$ cat src/wpch_pkg.sv
// Shared types and constants for the windowed photon-count histogram.
// Depends on nothing; wpch_ctrl, wpch_datapath and the top level import it.
package wpch_pkg;

    // Fixed field widths of the channels.
    localparam int BIN_W   = 6;
    localparam int FIELD_W = 32;

    // Window length after reset and the largest value of a 32-bit field.
    localparam logic [BIN_W-1:0]   WINDOW_RESET = 6'd30;
    localparam logic [FIELD_W-1:0] FIELD_MAX    = 32'hFFFF_FFFF;

    // Input mode codes.
    localparam logic MODE_SAMPLE = 1'b0;
    localparam logic MODE_FINISH = 1'b1;

    typedef logic [BIN_W-1:0] bin_t;
    typedef logic [BIN_W-1:0] cfg_word_t;

    // One detector word.
    typedef struct packed {
        logic mode;
        logic photon_bit;
    } sample_t;

    // One readout word.
    typedef struct packed {
        bin_t               bin_index;
        logic [FIELD_W-1:0] window_tally;
        logic [FIELD_W-1:0] total_windows;
        bin_t               peak_bin;
        logic               last;
    } result_t;

    // Controller states.
    typedef enum logic [2:0] {
        ST_IDLE,
        ST_UPD_RD,
        ST_UPD_WR,
        ST_SCAN_RD,
        ST_SCAN_CMP,
        ST_OUT_RD,
        ST_OUT_LOAD,
        ST_OUT_WAIT
    } ctrl_state_t;

    // Commands from the controller to the datapath.
    typedef struct packed {
        logic take_sample;
        logic mem_read;
        logic mem_write;
        logic addr_bin;
        logic idx_clear;
        logic idx_inc;
        logic peak_clear;
        logic scan_cmp;
        logic out_load;
        logic clear_record;
    } ctrl_cmd_t;

    // Status from the datapath to the controller.
    typedef struct packed {
        logic window_done;
        logic idx_at_end;
        logic out_valid;
        logic out_taken;
    } ctrl_status_t;

endpackage

$ cat src/wpch_stream_if.sv
// Valid/ready channel carrying one payload word per handshake.
// Depends on nothing; the payload type is given at instantiation.
interface wpch_stream_if #(parameter type payload_t = logic) ();
    logic     valid;
    logic     ready;
    payload_t payload;

    modport source (output valid, output payload, input ready);
    modport sink   (input valid, input payload, output ready);
endinterface

$ cat src/wpch_ram.sv
// Generic single-port RAM with a registered read.
// Depends on nothing.
module wpch_ram #(
    parameter int WIDTH = 32,
    parameter int DEPTH = 64
) (
    input  logic                                 clk,
    input  logic                                 we,
    input  logic                                 re,
    input  logic [((DEPTH > 1) ? $clog2(DEPTH) : 1)-1:0] addr,
    input  logic [WIDTH-1:0]                     wdata,
    output logic [WIDTH-1:0]                     rdata
);
    logic [WIDTH-1:0] mem [DEPTH];
    logic [WIDTH-1:0] rdata_reg;

    // Write and registered read share the one address.
    always_ff @(posedge clk)
    begin
        if (we)
        begin
            mem[addr] <= wdata;
        end
        if (re)
        begin
            rdata_reg <= mem[addr];
        end
    end

    assign rdata = rdata_reg;
endmodule

$ cat src/wpch_ctrl.sv
// Controller state machine of the photon-count histogram.
// Depends on wpch_pkg; drives the datapath by command and reads its status.
module wpch_ctrl (
    input  logic                   clk,
    input  logic                   rst_n,
    input  logic                   in_valid,
    input  logic                   in_mode,
    output logic                   in_ready,
    input  wpch_pkg::ctrl_status_t status,
    output wpch_pkg::ctrl_cmd_t    cmd
);
    import wpch_pkg::*;

    ctrl_state_t state_reg;
    ctrl_state_t state_next;

    // State register.
    always_ff @(posedge clk or negedge rst_n)
    begin
        if (!rst_n)
        begin
            state_reg <= ST_IDLE;
        end
        else
        begin
            state_reg <= state_next;
        end
    end

    // Next state.
    always_comb
    begin
        state_next = state_reg;
        unique case (state_reg)
            ST_IDLE:
            begin
                if (in_valid)
                begin
                    if (in_mode == MODE_FINISH)
                    begin
                        state_next = ST_SCAN_RD;
                    end
                    else if (status.window_done)
                    begin
                        state_next = ST_UPD_RD;
                    end
                end
            end
            ST_UPD_RD:   state_next = ST_UPD_WR;
            ST_UPD_WR:   state_next = ST_IDLE;
            ST_SCAN_RD:  state_next = ST_SCAN_CMP;
            ST_SCAN_CMP: state_next = status.idx_at_end ? ST_OUT_RD : ST_SCAN_RD;
            ST_OUT_RD:   state_next = ST_OUT_LOAD;
            ST_OUT_LOAD: state_next = ST_OUT_WAIT;
            ST_OUT_WAIT:
            begin
                if (status.out_taken)
                begin
                    state_next = status.idx_at_end ? ST_IDLE : ST_OUT_RD;
                end
            end
            default:     state_next = ST_IDLE;
        endcase
    end

    // Commands for the current state.
    always_comb
    begin
        cmd      = '0;
        in_ready = 1'b0;
        unique case (state_reg)
            ST_IDLE:
            begin
                in_ready = 1'b1;
                if (in_valid)
                begin
                    if (in_mode == MODE_FINISH)
                    begin
                        cmd.idx_clear  = 1'b1;
                        cmd.peak_clear = 1'b1;
                    end
                    else
                    begin
                        cmd.take_sample = 1'b1;
                    end
                end
            end
            ST_UPD_RD:
            begin
                cmd.mem_read = 1'b1;
                cmd.addr_bin = 1'b1;
            end
            ST_UPD_WR:
            begin
                cmd.mem_write = 1'b1;
                cmd.addr_bin  = 1'b1;
            end
            ST_SCAN_RD:
            begin
                cmd.mem_read = 1'b1;
            end
            ST_SCAN_CMP:
            begin
                cmd.scan_cmp = 1'b1;
                if (status.idx_at_end)
                begin
                    cmd.idx_clear = 1'b1;
                end
                else
                begin
                    cmd.idx_inc = 1'b1;
                end
            end
            ST_OUT_RD:
            begin
                cmd.mem_read = 1'b1;
            end
            ST_OUT_LOAD:
            begin
                cmd.out_load = 1'b1;
            end
            ST_OUT_WAIT:
            begin
                if (status.out_taken)
                begin
                    if (status.idx_at_end)
                    begin
                        cmd.clear_record = 1'b1;
                    end
                    else
                    begin
                        cmd.idx_inc = 1'b1;
                    end
                end
            end
            default:
            begin
                cmd = '0;
            end
        endcase
    end

    // The write of a histogram update always follows its read.
    a_upd_order: assert property (@(posedge clk) disable iff (!rst_n)
        state_reg == ST_UPD_WR |-> $past(state_reg) == ST_UPD_RD)
        else $error("histogram write without preceding read");

    // While waiting for the receiver a result is on offer.
    a_wait_valid: assert property (@(posedge clk) disable iff (!rst_n)
        state_reg == ST_OUT_WAIT |-> status.out_valid)
        else $error("waiting for receiver with no result offered");

    // Taking the final bin ends the readout.
    a_last_idle: assert property (@(posedge clk) disable iff (!rst_n)
        status.out_taken && status.idx_at_end |=> state_reg == ST_IDLE)
        else $error("readout did not end after the final bin");
endmodule

$ cat src/wpch_datapath.sv
// Datapath of the photon-count histogram: window counters, histogram RAM,
// peak search and result register. Depends on wpch_pkg and wpch_ram.
module wpch_datapath #(
    parameter int MAX_WINDOW = 63,
    parameter int TALLY_BITS = 32
) (
    input  logic                   clk,
    input  logic                   rst_n,
    input  wpch_pkg::ctrl_cmd_t    cmd,
    output wpch_pkg::ctrl_status_t status,
    input  logic                   photon_bit,
    input  logic                   cfg_write,
    input  wpch_pkg::cfg_word_t    cfg_data,
    input  logic                   out_ready,
    output logic                   out_valid,
    output wpch_pkg::result_t      result
);
    import wpch_pkg::*;

    localparam int DEPTH  = MAX_WINDOW + 1;
    localparam int ADDR_W = (DEPTH > 1) ? $clog2(DEPTH) : 1;

    bin_t                  window_length_reg;
    bin_t                  slot_reg;
    bin_t                  ones_reg;
    bin_t                  bin_reg;
    bin_t                  idx_reg;
    bin_t                  peak_reg;
    logic [TALLY_BITS-1:0] best_tally_reg;
    logic [FIELD_W-1:0]    total_reg;
    logic [DEPTH-1:0]      hist_valid_reg;
    result_t               result_reg;
    logic                  out_valid_reg;

    bin_t                  len_eff;
    bin_t                  slot_plus;
    bin_t                  ones_next;
    logic                  window_done;
    logic                  idx_at_end;
    logic                  out_taken;
    logic [ADDR_W-1:0]     mem_addr;
    logic [TALLY_BITS-1:0] mem_rdata;
    logic [TALLY_BITS-1:0] tally_cur;
    logic [TALLY_BITS-1:0] tally_inc;
    logic [FIELD_W-1:0]    tally_field;

    // Length in force: zero counts as one, long values are clamped.
    always_comb
    begin
        if (window_length_reg == '0)
        begin
            len_eff = 6'd1;
        end
        else if (window_length_reg > BIN_W'(MAX_WINDOW))
        begin
            len_eff = BIN_W'(MAX_WINDOW);
        end
        else
        begin
            len_eff = window_length_reg;
        end
    end

    // Window counting for the current sample.
    assign slot_plus   = slot_reg + 6'd1;
    assign ones_next   = ones_reg + BIN_W'(photon_bit);
    assign window_done = slot_plus >= len_eff;
    assign idx_at_end  = idx_reg == len_eff;
    assign out_taken   = out_valid_reg && out_ready;

    // Histogram RAM addressed by the finished window's bin or the walk index.
    assign mem_addr = cmd.addr_bin ? bin_reg[ADDR_W-1:0] : idx_reg[ADDR_W-1:0];

    // A bin that was never written since the last clear reads as zero.
    assign tally_cur = hist_valid_reg[mem_addr] ? mem_rdata : '0;
    assign tally_inc = (tally_cur == '1) ? tally_cur : tally_cur + TALLY_BITS'(1);
    assign tally_field = (tally_cur > TALLY_BITS'(FIELD_MAX)) ? FIELD_MAX
                                                              : FIELD_W'(tally_cur);

    wpch_ram #(
        .WIDTH (TALLY_BITS),
        .DEPTH (DEPTH)
    ) u_hist_ram (
        .clk   (clk),
        .we    (cmd.mem_write),
        .re    (cmd.mem_read),
        .addr  (mem_addr),
        .wdata (tally_inc),
        .rdata (mem_rdata)
    );

    // Configuration register.
    always_ff @(posedge clk or negedge rst_n)
    begin
        if (!rst_n)
        begin
            window_length_reg <= WINDOW_RESET;
        end
        else if (cfg_write)
        begin
            window_length_reg <= cfg_data;
        end
    end

    // Window position, photon count, window total and bin valid bits.
    always_ff @(posedge clk or negedge rst_n)
    begin
        if (!rst_n)
        begin
            slot_reg       <= '0;
            ones_reg       <= '0;
            total_reg      <= '0;
            hist_valid_reg <= '0;
        end
        else if (cmd.clear_record)
        begin
            slot_reg       <= '0;
            ones_reg       <= '0;
            total_reg      <= '0;
            hist_valid_reg <= '0;
        end
        else
        begin
            if (cmd.take_sample)
            begin
                if (window_done)
                begin
                    slot_reg <= '0;
                    ones_reg <= '0;
                    if (total_reg != FIELD_MAX)
                    begin
                        total_reg <= total_reg + 32'd1;
                    end
                end
                else
                begin
                    slot_reg <= slot_plus;
                    ones_reg <= ones_next;
                end
            end
            if (cmd.mem_write)
            begin
                hist_valid_reg[mem_addr] <= 1'b1;
            end
        end
    end

    // Bin of the window just completed.
    always_ff @(posedge clk)
    begin
        if (cmd.take_sample && window_done)
        begin
            bin_reg <= ones_next;
        end
    end

    // Walk index and running peak over bins zero to the window length.
    always_ff @(posedge clk)
    begin
        if (cmd.idx_clear)
        begin
            idx_reg <= '0;
        end
        else if (cmd.idx_inc)
        begin
            idx_reg <= idx_reg + 6'd1;
        end

        if (cmd.peak_clear)
        begin
            best_tally_reg <= '0;
            peak_reg       <= '0;
        end
        else if (cmd.scan_cmp && (tally_cur > best_tally_reg))
        begin
            best_tally_reg <= tally_cur;
            peak_reg       <= idx_reg;
        end
    end

    // Result register; it holds its word until the receiver takes it.
    always_ff @(posedge clk or negedge rst_n)
    begin
        if (!rst_n)
        begin
            out_valid_reg <= 1'b0;
        end
        else if (cmd.out_load)
        begin
            out_valid_reg <= 1'b1;
        end
        else if (out_taken)
        begin
            out_valid_reg <= 1'b0;
        end
    end

    always_ff @(posedge clk)
    begin
        if (cmd.out_load)
        begin
            result_reg.bin_index     <= idx_reg;
            result_reg.window_tally  <= tally_field;
            result_reg.total_windows <= total_reg;
            result_reg.peak_bin      <= peak_reg;
            result_reg.last          <= idx_at_end;
        end
    end

    assign out_valid          = out_valid_reg;
    assign result             = result_reg;
    assign status.window_done = window_done;
    assign status.idx_at_end  = idx_at_end;
    assign status.out_valid   = out_valid_reg;
    assign status.out_taken   = out_taken;

    // A completed window never selects a bin beyond the RAM.
    a_bin_range: assert property (@(posedge clk) disable iff (!rst_n)
        cmd.take_sample && window_done |-> ones_next <= BIN_W'(MAX_WINDOW))
        else $error("window bin outside histogram");

    // Clearing the record empties the histogram and the window count.
    a_clear: assert property (@(posedge clk) disable iff (!rst_n)
        cmd.clear_record |=> total_reg == '0 && hist_valid_reg == '0 && slot_reg == '0)
        else $error("record not cleared");
endmodule

$ cat src/windowed_photon_count_histogram.sv
// Top level of the windowed photon-count histogram.
// Depends on wpch_pkg, wpch_stream_if, wpch_ctrl and wpch_datapath.
//
// Channels: samples (sink, sample_t words), results (source, result_t words)
// and cfg (sink, a 6-bit window length, always ready). A word moves at a
// rising edge of clk where valid and ready are both high.
// A sample word that does not complete a window leaves the block ready for
// the next word. One that completes a window passes through ST_UPD_RD and
// ST_UPD_WR: the bin's tally is read, incremented with saturation and
// written back through the single port of the histogram RAM. A finish word
// first walks bins 0 to L (L the window length in force) to find the peak,
// reading and comparing each bin, then reads each bin out through ST_OUT_RD,
// ST_OUT_LOAD and ST_OUT_WAIT, plus any time the receiver holds ready low.
// No new sample is taken until the final result is taken; that clears the record.
// While the receiver stalls, the result register holds its word unchanged.
// Reset (rst_n, asynchronous, active low) sets the window length to 30,
// empties the histogram at once through per-bin valid bits and clears the
// window position, photon count and window total.
module windowed_photon_count_histogram #(
    parameter int MAX_WINDOW = 63,
    parameter int TALLY_BITS = 32
) (
    input  logic          clk,
    input  logic          rst_n,
    wpch_stream_if.sink   samples,
    wpch_stream_if.source results,
    wpch_stream_if.sink   cfg
);
    import wpch_pkg::*;

    ctrl_cmd_t    cmd;
    ctrl_status_t status;
    sample_t      sample_word;
    cfg_word_t    cfg_word;
    result_t      result_word;
    logic         in_ready;
    logic         out_valid;

    assign sample_word = samples.payload;
    assign cfg_word    = cfg.payload;

    // Configuration is always taken.
    assign cfg.ready = 1'b1;

    wpch_ctrl u_ctrl (
        .clk      (clk),
        .rst_n    (rst_n),
        .in_valid (samples.valid),
        .in_mode  (sample_word.mode),
        .in_ready (in_ready),
        .status   (status),
        .cmd      (cmd)
    );

    wpch_datapath #(
        .MAX_WINDOW (MAX_WINDOW),
        .TALLY_BITS (TALLY_BITS)
    ) u_datapath (
        .clk        (clk),
        .rst_n      (rst_n),
        .cmd        (cmd),
        .status     (status),
        .photon_bit (sample_word.photon_bit),
        .cfg_write  (cfg.valid && cfg.ready),
        .cfg_data   (cfg_word),
        .out_ready  (results.ready),
        .out_valid  (out_valid),
        .result     (result_word)
    );

    assign samples.ready   = in_ready;
    assign results.valid   = out_valid;
    assign results.payload = result_word;
endmodule
$ cat src/flat_wrapper.sv
// flat-port wrapper written by rule: the top's interface ports become plain ports
module windowed_photon_count_histogram_flat import wpch_pkg::*;
#(
    parameter int MAX_WINDOW = 63,
    parameter int TALLY_BITS = 32
)
  (clk, rst_n, samples_valid, samples_payload, samples_ready, results_valid, results_payload, results_ready, cfg_valid, cfg_payload, cfg_ready);
  wpch_stream_if samples_i ();
  wpch_stream_if results_i ();
  wpch_stream_if cfg_i ();
  input  logic clk;
  input  logic rst_n;
  input wire logic [$bits(samples_i.valid)-1:0] samples_valid;
  input wire logic [$bits(samples_i.payload)-1:0] samples_payload;
  output wire logic [$bits(samples_i.ready)-1:0] samples_ready;
  output wire logic [$bits(results_i.valid)-1:0] results_valid;
  output wire logic [$bits(results_i.payload)-1:0] results_payload;
  input wire logic [$bits(results_i.ready)-1:0] results_ready;
  input wire logic [$bits(cfg_i.valid)-1:0] cfg_valid;
  input wire logic [$bits(cfg_i.payload)-1:0] cfg_payload;
  output wire logic [$bits(cfg_i.ready)-1:0] cfg_ready;
  assign samples_i.valid = samples_valid;
  assign samples_i.payload = samples_payload;
  assign samples_ready = samples_i.ready;
  assign results_valid = results_i.valid;
  assign results_payload = results_i.payload;
  assign results_i.ready = results_ready;
  assign cfg_i.valid = cfg_valid;
  assign cfg_i.payload = cfg_payload;
  assign cfg_ready = cfg_i.ready;
  windowed_photon_count_histogram #(.MAX_WINDOW(MAX_WINDOW), .TALLY_BITS(TALLY_BITS)) u_core (.clk(clk), .rst_n(rst_n), .samples(samples_i), .results(results_i), .cfg(cfg_i));
endmodule
$ cat config.mk
export PLATFORM = sky130hd
export DESIGN_NAME = windowed_photon_count_histogram_flat
export DESIGN_NICKNAME = d
export VERILOG_FILES = /design/src/wpch_pkg.sv /design/src/wpch_stream_if.sv /design/src/wpch_ram.sv /design/src/wpch_ctrl.sv /design/src/wpch_datapath.sv /design/src/windowed_photon_count_histogram.sv /design/src/flat_wrapper.sv
export SDC_FILE = /design/constraint.sdc
export NUM_CORES = 1
export LEC_CHECK = 0
export BUFFER_PORTS_ARGS = -buffer_cell sky130_fd_sc_hd__buf_2
export CAP_MARGIN = 25
export CORE_MARGIN = 1.5
export CORE_UTILIZATION = 40
export CTS_CLUSTER_DIAMETER = 30
export DETAILED_ROUTE_END_ITERATION = 10
export GPL_TIMING_DRIVEN = 0
export PLACE_DENSITY = 0.68
export SETUP_SLACK_MARGIN = 0.2
export SYNTH_ARGS = -nofsm -noshare
export SYNTH_HDL_FRONTEND = slang
export SYNTH_SLANG_ARGS = --single-unit
export TNS_END_PERCENT = 30
$ cat constraint.sdc
create_clock -name clk -period 3 [get_ports clk]
set_input_delay 0.15 -clock clk [delete_from_list [all_inputs] [get_ports clk]]
set_output_delay 0.15 -clock clk [all_outputs]
set_load 0.05 [all_outputs]
==> results of run 1 <==
## cell families (layout without fill, tap and decap cells)
logic type	after synthesis	count (layout)	synth area share
AOI/OAI and AO/OA	27	27	0.189
xor gates and xnor gates	5	5	0.0406
adders and majority gates	7	7	0.0811
buffers and inverters	9	23	0.0417
DFF	19	19	0.418
muxes	2	2	0.0243
other	1	1	0.00347
and+or+nand+nor	44	44	0.202
## power by group through the flow
stage	registers, mW	clock network [mW]	logic, mW
global placement	0.358	0	0.296
CTS	0.356	0.134	0.306
global route	0.362	0.145	0.338
finish	0.357	0.126	0.306
detailed placement	0.361	0	0.303
floorplan	0.371	0	0.223
## cell type report
class / count / area (um^2) / area share
clock buffers: 4 / 26.3 / 0.0217
well taps: 30 / 37.5 / 0.0311
multi-input cells: 86 / 588 / 0.487
inverters: 4 / 15.0 / 0.0124
flip-flops and latches: 19 / 452 / 0.374
repair buffers: 10 / 60.1 / 0.0497
plain buffers: 5 / 30.0 / 0.0248
## worst max-delay path: stages, from the launching register on
cell	delay, ns
dfstp_2	0.55
or2b_1	0.26
ha_1	0.29
nand2b_1	0.13
a2111oi_0	0.50
nor3_1	0.18
a2111o_1	0.40
a21bo_2	0.18
## metal layers
layer | up-vias | share of wire
li1 | 454 | -
met1 | 420 | 0.46
met2 | 14 | 0.50
met3 | 2 | 0.029
met4 | 0 | 0.0048
met5 | - | 0
## stage by stage
stage / power (mW) / setup slack, ns / instances
after floorplan: 0.594 / 0.293 / 114
after global placement: 0.654 / 0.545 / 152
after detailed placement: 0.664 / 0.319 / 152
after CTS: 0.796 / 0.302 / 158
after global routing: 0.845 / 0.343 / 158
final: 0.789 / 0.443 / 158
## cells in the mapped netlist, types with 2 or more instances
master     n  area [um^2]
nor4_1     2         12.5
ha_1       7         87.6
nor2_1     6         22.5
o221ai_1   2         17.5
or2_2      2         12.5
o31ai_1    4         30.0
o21ai_0    4         20.0
clkbuf_1   3         11.3
dfrtp_1   11          275
dfxtp_1    6          120
inv_1      4         15.0
xnor2_1    2         17.5
o22ai_1    2         12.5
nand3_1    9         45.0
nand2b_1   3         18.8
nand2_1   10         37.5
a22o_2     3         30.0
nor3_1     7         35.0
a21oi_1    3         15.0
xor2_1     3         26.3
## repair_timing
item,CTS,global route
setup endpoints to repair,0,2
hold endpoints to repair,13,0
gates resized for setup,0,1
hold buffers,2,0
## path summary, 6_finish.rpt
kind / end / slack, ns
worst max-delay path: u_core.u_datapath.slot_reg[2] / 0.44
worst min-delay path: u_core.u_datapath.out_valid / 0.07
worst max register to register: u_core.u_datapath.slot_reg[2] / 0.44
worst min register to register: u_core.u_datapath.window_length_reg[0] / 0.51
max in group asynchronous: u_core.u_datapath.window_length_reg[3] / 2.48
min in group asynchronous: u_core.u_datapath.window_length_reg[0] / 0.25
==> metrics.log, run 1 <==
INFO  metric synth-edff-count = 1
INFO  metric clkPwrFrac = 0.159
INFO  metric grt_use_met3 = 0.0538
INFO  metric areaGrowthSynthToFinish = 11.9%
INFO  metric grt_start_max_net_pins = 13
INFO  metric post_route_cells_drive_above_1_share = 0.188
INFO  metric numCtsBuffers = 3
INFO  metric placement_rows = 18
INFO  metric timing.rr.start = u_core.u_datapath.window_length_reg[3]
INFO  metric setup_viol = 0
INFO  metric dp.final_hpwl = 1600 um
INFO  metric antenna_cells = 0
INFO  metric gp_congestion = 0.790
INFO  metric syn_nets = 128
INFO  metric grt_pass1_vias = 780
INFO  metric hold_path_startpoint = results_ready
INFO  metric timing.max_slew.rel_slack = 0.426
INFO  metric critical_path.startpoint_type = flop
INFO  metric die_area = 3020 um^2
INFO  metric path_max_fanout = 3
INFO  metric required = 3.24 ns
INFO  metric antenna_left = 0
INFO  metric comb_power_share = 0.388
INFO  metric finalWirelength = 2070 um
INFO  metric initialDrtViolationCount = 26
INFO  metric placed_cell_area = 1160 um^2
INFO  metric syn-cell-area = 1080 um^2
INFO  metric synth-seq-area-share = 0.418
INFO  metric static-leakage-power = 0.511 nW
INFO  metric switching_share = 0.411
INFO  metric clkSinkCount = 19
INFO  metric power_per_cell_area = 653 nW/um^2
INFO  metric status = finished, final reports clean
INFO  metric chipWidth = 55.0 um
INFO  metric viasPerCell = 5.63
INFO  metric wire_per_inst = 13.1 um
INFO  metric rsz0062_at_grt = false
INFO  metric fillers = 257
INFO  metric post-cts-setup-buffer-count = 0
INFO  metric antenna_found_initial = 0
INFO  metric finClkSkew = 0.00258 ns
INFO  metric vdd_drop_max = 0.503 mV
INFO  metric timing.final.hold_violations = 0
INFO  metric crit_start = u_core.u_datapath.window_length_reg[3]
INFO  metric grt.busiest_layer = met2
INFO  metric drt_pass1_iterations = 4
INFO  metric fin_area = 1210 um^2
INFO  metric core_region_area = 2520 um^2
INFO  metric mostFrequentLayoutCells = 11 x dfrtp_1, 10 x nand2_1, 9 x nand3_1, 8 x buf_2, 7 x ha_1
INFO  metric mostFrequentLayoutCell = dfrtp_1
INFO  metric totalNegativeSetupSlack = 0 ns
INFO  metric min_period = 2.56 ns
INFO  metric vias = 890
INFO  metric finalNetCount = 143
INFO  metric final.period_utilization = 0.852
INFO  metric boundary_pin_count = 11
INFO  metric hold_path_class = in2reg
INFO  metric insertion_delay = 0.29 ns
INFO  metric util_after_layout = 0.479
INFO  metric buffer_ports.inserted = 8
INFO  metric cellInternalPower = 465 uW
INFO  metric synth.avg_cell_area = 9.47 um^2
INFO  metric setup.worst_path.end_class = flop
INFO  metric ctsLongestPathBuffers = 2
INFO  metric timing.max_cap.violations = 0
INFO  metric critPathArrivalTime = 2.80 ns
INFO  metric globalRoute.totalOverflow = 0
INFO  metric cts_root_buf = clkbuf_4
INFO  metric met2_track_demand_over_resource_in_global_routing = 0.246
INFO  metric ys_ff_latch = 19
INFO  metric ys_types = 41
INFO  metric power_dissipated_by_switching_net_loads = 324 uW
INFO  metric grt_usage = 0.153
INFO  metric ctsHtreeMaxLevel = 1
INFO  metric grt_pass1_wl = 3220 um
INFO  metric crit_type = reg2reg
INFO  metric yosys_warnings = 0
INFO  metric seqPwrFrac = 0.453
INFO  metric synthCells = 114
INFO  metric synth_flop_cell = dfrtp_1
INFO  metric fp.dieH = 55.0 um
INFO  metric clk_pin_slew_worst_paths = 0.10 ns
INFO  metric tritoncts_clock_tree = built
INFO  metric worstMarginPinSlew = 0.854 ns
INFO  metric whs = 0.0681 ns
INFO  metric timing.hold.worst_path_depth = 2
INFO  metric synth-async-reset-ratio = 0.632
INFO  metric route.detailed.drc = 0
INFO  metric grtUsageMet1 = 0.188
INFO  metric reg2regPathDepth = 7
INFO  metric final-max-slew-violation-count = 0
INFO  metric maxClockFrequency = 0.391 GHz
INFO  metric initial_utilization = 0.428
Note: power is estimated with default switching activity, not from simulation.
==> inputs of run 2 (changes only) <==
- ABC_CLOCK_PERIOD_IN_PS: default -> 3000
- CTS_BUF_LIST: default -> sky130_fd_sc_hd__clkbuf_4
==> run 2 against run 1 <==
Compared with the run above:
- fmax hardly changed
- critical path type unchanged
- cell area increased by 0.31%
- register-to-register slack barely moved
- count of clock-buffer cells in the layout stayed put
- total power up 0.79%
- wire length decreased by 1.5%
- cell count unchanged
- critical path depth unchanged
- combinational power about the same
- first-iteration DRC count is 3.8% lower
- non-clock buffer count unchanged
==> metrics.log, run 2 (same netlist as run 1, synthesis figures left out) <==
INFO  metric die_area = 3020 um^2
INFO  metric globalRoute.totalOverflow = 0
INFO  metric cts_root_buf = clkbuf_4
INFO  metric comb_power_share = 0.384
INFO  metric timing.max_slew.rel_slack = 0.457
INFO  metric final-max-slew-violation-count = 0
INFO  metric ctsLongestPathBuffers = 2
INFO  metric ctsHtreeMaxLevel = 1
INFO  metric seqPwrFrac = 0.448
INFO  metric fp.dieH = 55.0 um
INFO  metric power_dissipated_by_switching_net_loads = 322 uW
INFO  metric power_per_cell_area = 656 nW/um^2
INFO  metric drt_pass1_iterations = 4
INFO  metric maxClockFrequency = 0.391 GHz
INFO  metric crit_type = reg2reg
INFO  metric cellInternalPower = 474 uW
INFO  metric crit_path_top_delay_cell = dfstp_2
INFO  metric clkPwrFrac = 0.167
INFO  metric placed_cell_area = 1160 um^2
INFO  metric status = finished, final reports clean
INFO  metric final.period_utilization = 0.852
INFO  metric setup.worst_path.end_class = flop
INFO  metric min_period = 2.56 ns
INFO  metric areaGrowthSynthToFinish = 12.3%
INFO  metric static-leakage-power = 0.515 nW
INFO  metric critical_path.cell_chain = or2b_1, ha_1, nand2b_1, a2111oi_0, nor3_1, a2111o_1, a21bo_2
INFO  metric tritoncts_clock_tree = built
INFO  metric chipWidth = 55.0 um
INFO  metric buffer_ports.inserted = 8
INFO  metric placement_rows = 18
INFO  metric core_region_area = 2520 um^2
INFO  metric route.detailed.drc = 0
INFO  metric vdd_drop_max = 0.508 mV
INFO  metric insertion_delay = 0.29 ns
INFO  metric hold_path_class = in2reg
INFO  metric grt_pass1_wl = 3230 um
INFO  metric whs = 0.0722 ns
INFO  metric finalNetCount = 143
INFO  metric initial_utilization = 0.428
INFO  metric rsz0062_at_grt = false
INFO  metric mostFrequentLayoutCells = 11 x dfrtp_1, 10 x nand2_1, 9 x nand3_1, 8 x buf_2, 7 x ha_1
INFO  metric setup_viol = 0
INFO  metric clk_pin_slew_worst_paths = 0.10 ns
INFO  metric grt_start_max_net_pins = 13
INFO  metric timing.final.hold_violations = 0
INFO  metric util_after_layout = 0.481
INFO  metric totalNegativeSetupSlack = 0 ns
INFO  metric grt_usage = 0.152
INFO  metric grt_pass1_vias = 790
INFO  metric viasPerCell = 5.61
INFO  metric required = 3.24 ns
INFO  metric boundary_pin_count = 11
INFO  metric critical_path.max_stage_delay = 0.55 ns
INFO  metric gp_congestion = 0.790
INFO  metric critPathArrivalTime = 2.79 ns
INFO  metric antenna_found_initial = 0
INFO  metric initialDrtViolationCount = 25
INFO  metric worstMarginPinSlew = 0.807 ns
INFO  metric instances_no_fill = 158
INFO  metric fillers = 257
INFO  metric wire_per_inst = 12.9 um
INFO  metric timing.max_cap.violations = 0
INFO  metric path_max_fanout = 3
INFO  metric finClkSkew = 0.00140 ns
INFO  metric critical_path.startpoint_type = flop
INFO  metric antenna_left = 0
INFO  metric clkSinkCount = 19
INFO  metric numCtsBuffers = 3
INFO  metric fin_area = 1210 um^2
INFO  metric placed_instance_count = 152
INFO  metric vias = 887
INFO  metric finalWirelength = 2040 um
INFO  metric post_route_cells_drive_above_1_share = 0.195
INFO  metric mostFrequentLayoutCell = dfrtp_1
INFO  metric antenna_cells = 0
INFO  metric switching_share = 0.404
INFO  metric post-cts-setup-buffer-count = 0
INFO  metric dp.final_hpwl = 1600 um
==> run 2: cell count changes in the layout (fill, tap and decap cells not counted) <==
| cell | delta |
|---|---|
| clkbuf_1 | -1 |
| clkbuf_4 | +1 |
==> run 2: worst max-delay path, delay by kind of cell, from the launching register on <==
kind	cells	cell delay, ns
AOI/OAI and AO/OA	3	1.08
and+or+nand+nor	3	0.57
DFF	1	0.55
adders and majority gates	1	0.29
==> run 2: layout make-up <==
cell class,instances,area [um^2],share of cell area
inverters,4,15.0,0.0124
clock buffers,4,30.0,0.0248
flip-flops and latches,19,452,0.373
multi-input cells,86,588,0.485
well taps,30,37.5,0.0310
plain buffers,5,30.0,0.0248
repair buffers,10,60.1,0.0495
==> run 2: path summary, 6_finish.rpt <==
path / endpoint / slack [ns] / start / depth (start not counted)
max: u_core.u_datapath.slot_reg[2] / 0.44 / u_core.u_datapath.window_length_reg[3] / 7
min: u_core.u_datapath.out_valid / 0.07 / results_ready / 2
max reg2reg: u_core.u_datapath.slot_reg[2] / 0.44 / u_core.u_datapath.window_length_reg[3] / 7
min reg2reg: u_core.u_datapath.window_length_reg[0] / 0.51 / u_core.u_datapath.window_length_reg[0] / 1
max in group asynchronous: u_core.u_datapath.window_length_reg[3] / 2.47 / rst_n / 2
min in group asynchronous: u_core.u_datapath.window_length_reg[0] / 0.26 / rst_n / 2
==> run 2: what timing repair did <==
action | 4_1_cts | 5_1_grt
hold buffers | 2 | 0
endpoints found under the setup margin | 0 | 2
gates resized for setup | 0 | 1
hold endpoints to repair | 13 | 0
==> run 2: metal layers <==
metal  share of wire  wire [um]  GRT usage  vias up
li1                -          -          -      453
met5               0          0          0        -
met4          0.0049         10     0.0447        0
met2            0.51       1040      0.250       12
met3           0.027         56     0.0538        2
met1            0.46        928      0.188      420
==> run 2: through the flow <==
step	worst slack [ns]	power, mW
3_3_place_gp	0.545	0.654
5_1_grt	0.342	0.854
4_1_cts	0.301	0.802
3_5_place_dp	0.319	0.664
6_report	0.444	0.796
2_1_floorplan	0.293	0.594
==> run 2: power groups by stage <==
stage	sequential, mW	clock, mW	combinational [mW]
4_1_cts	0.356	0.141	0.306
5_1_grt	0.363	0.153	0.338
2_1_floorplan	0.371	0	0.223
6_report	0.357	0.133	0.306
3_5_place_dp	0.361	0	0.303
3_3_place_gp	0.358	0	0.296
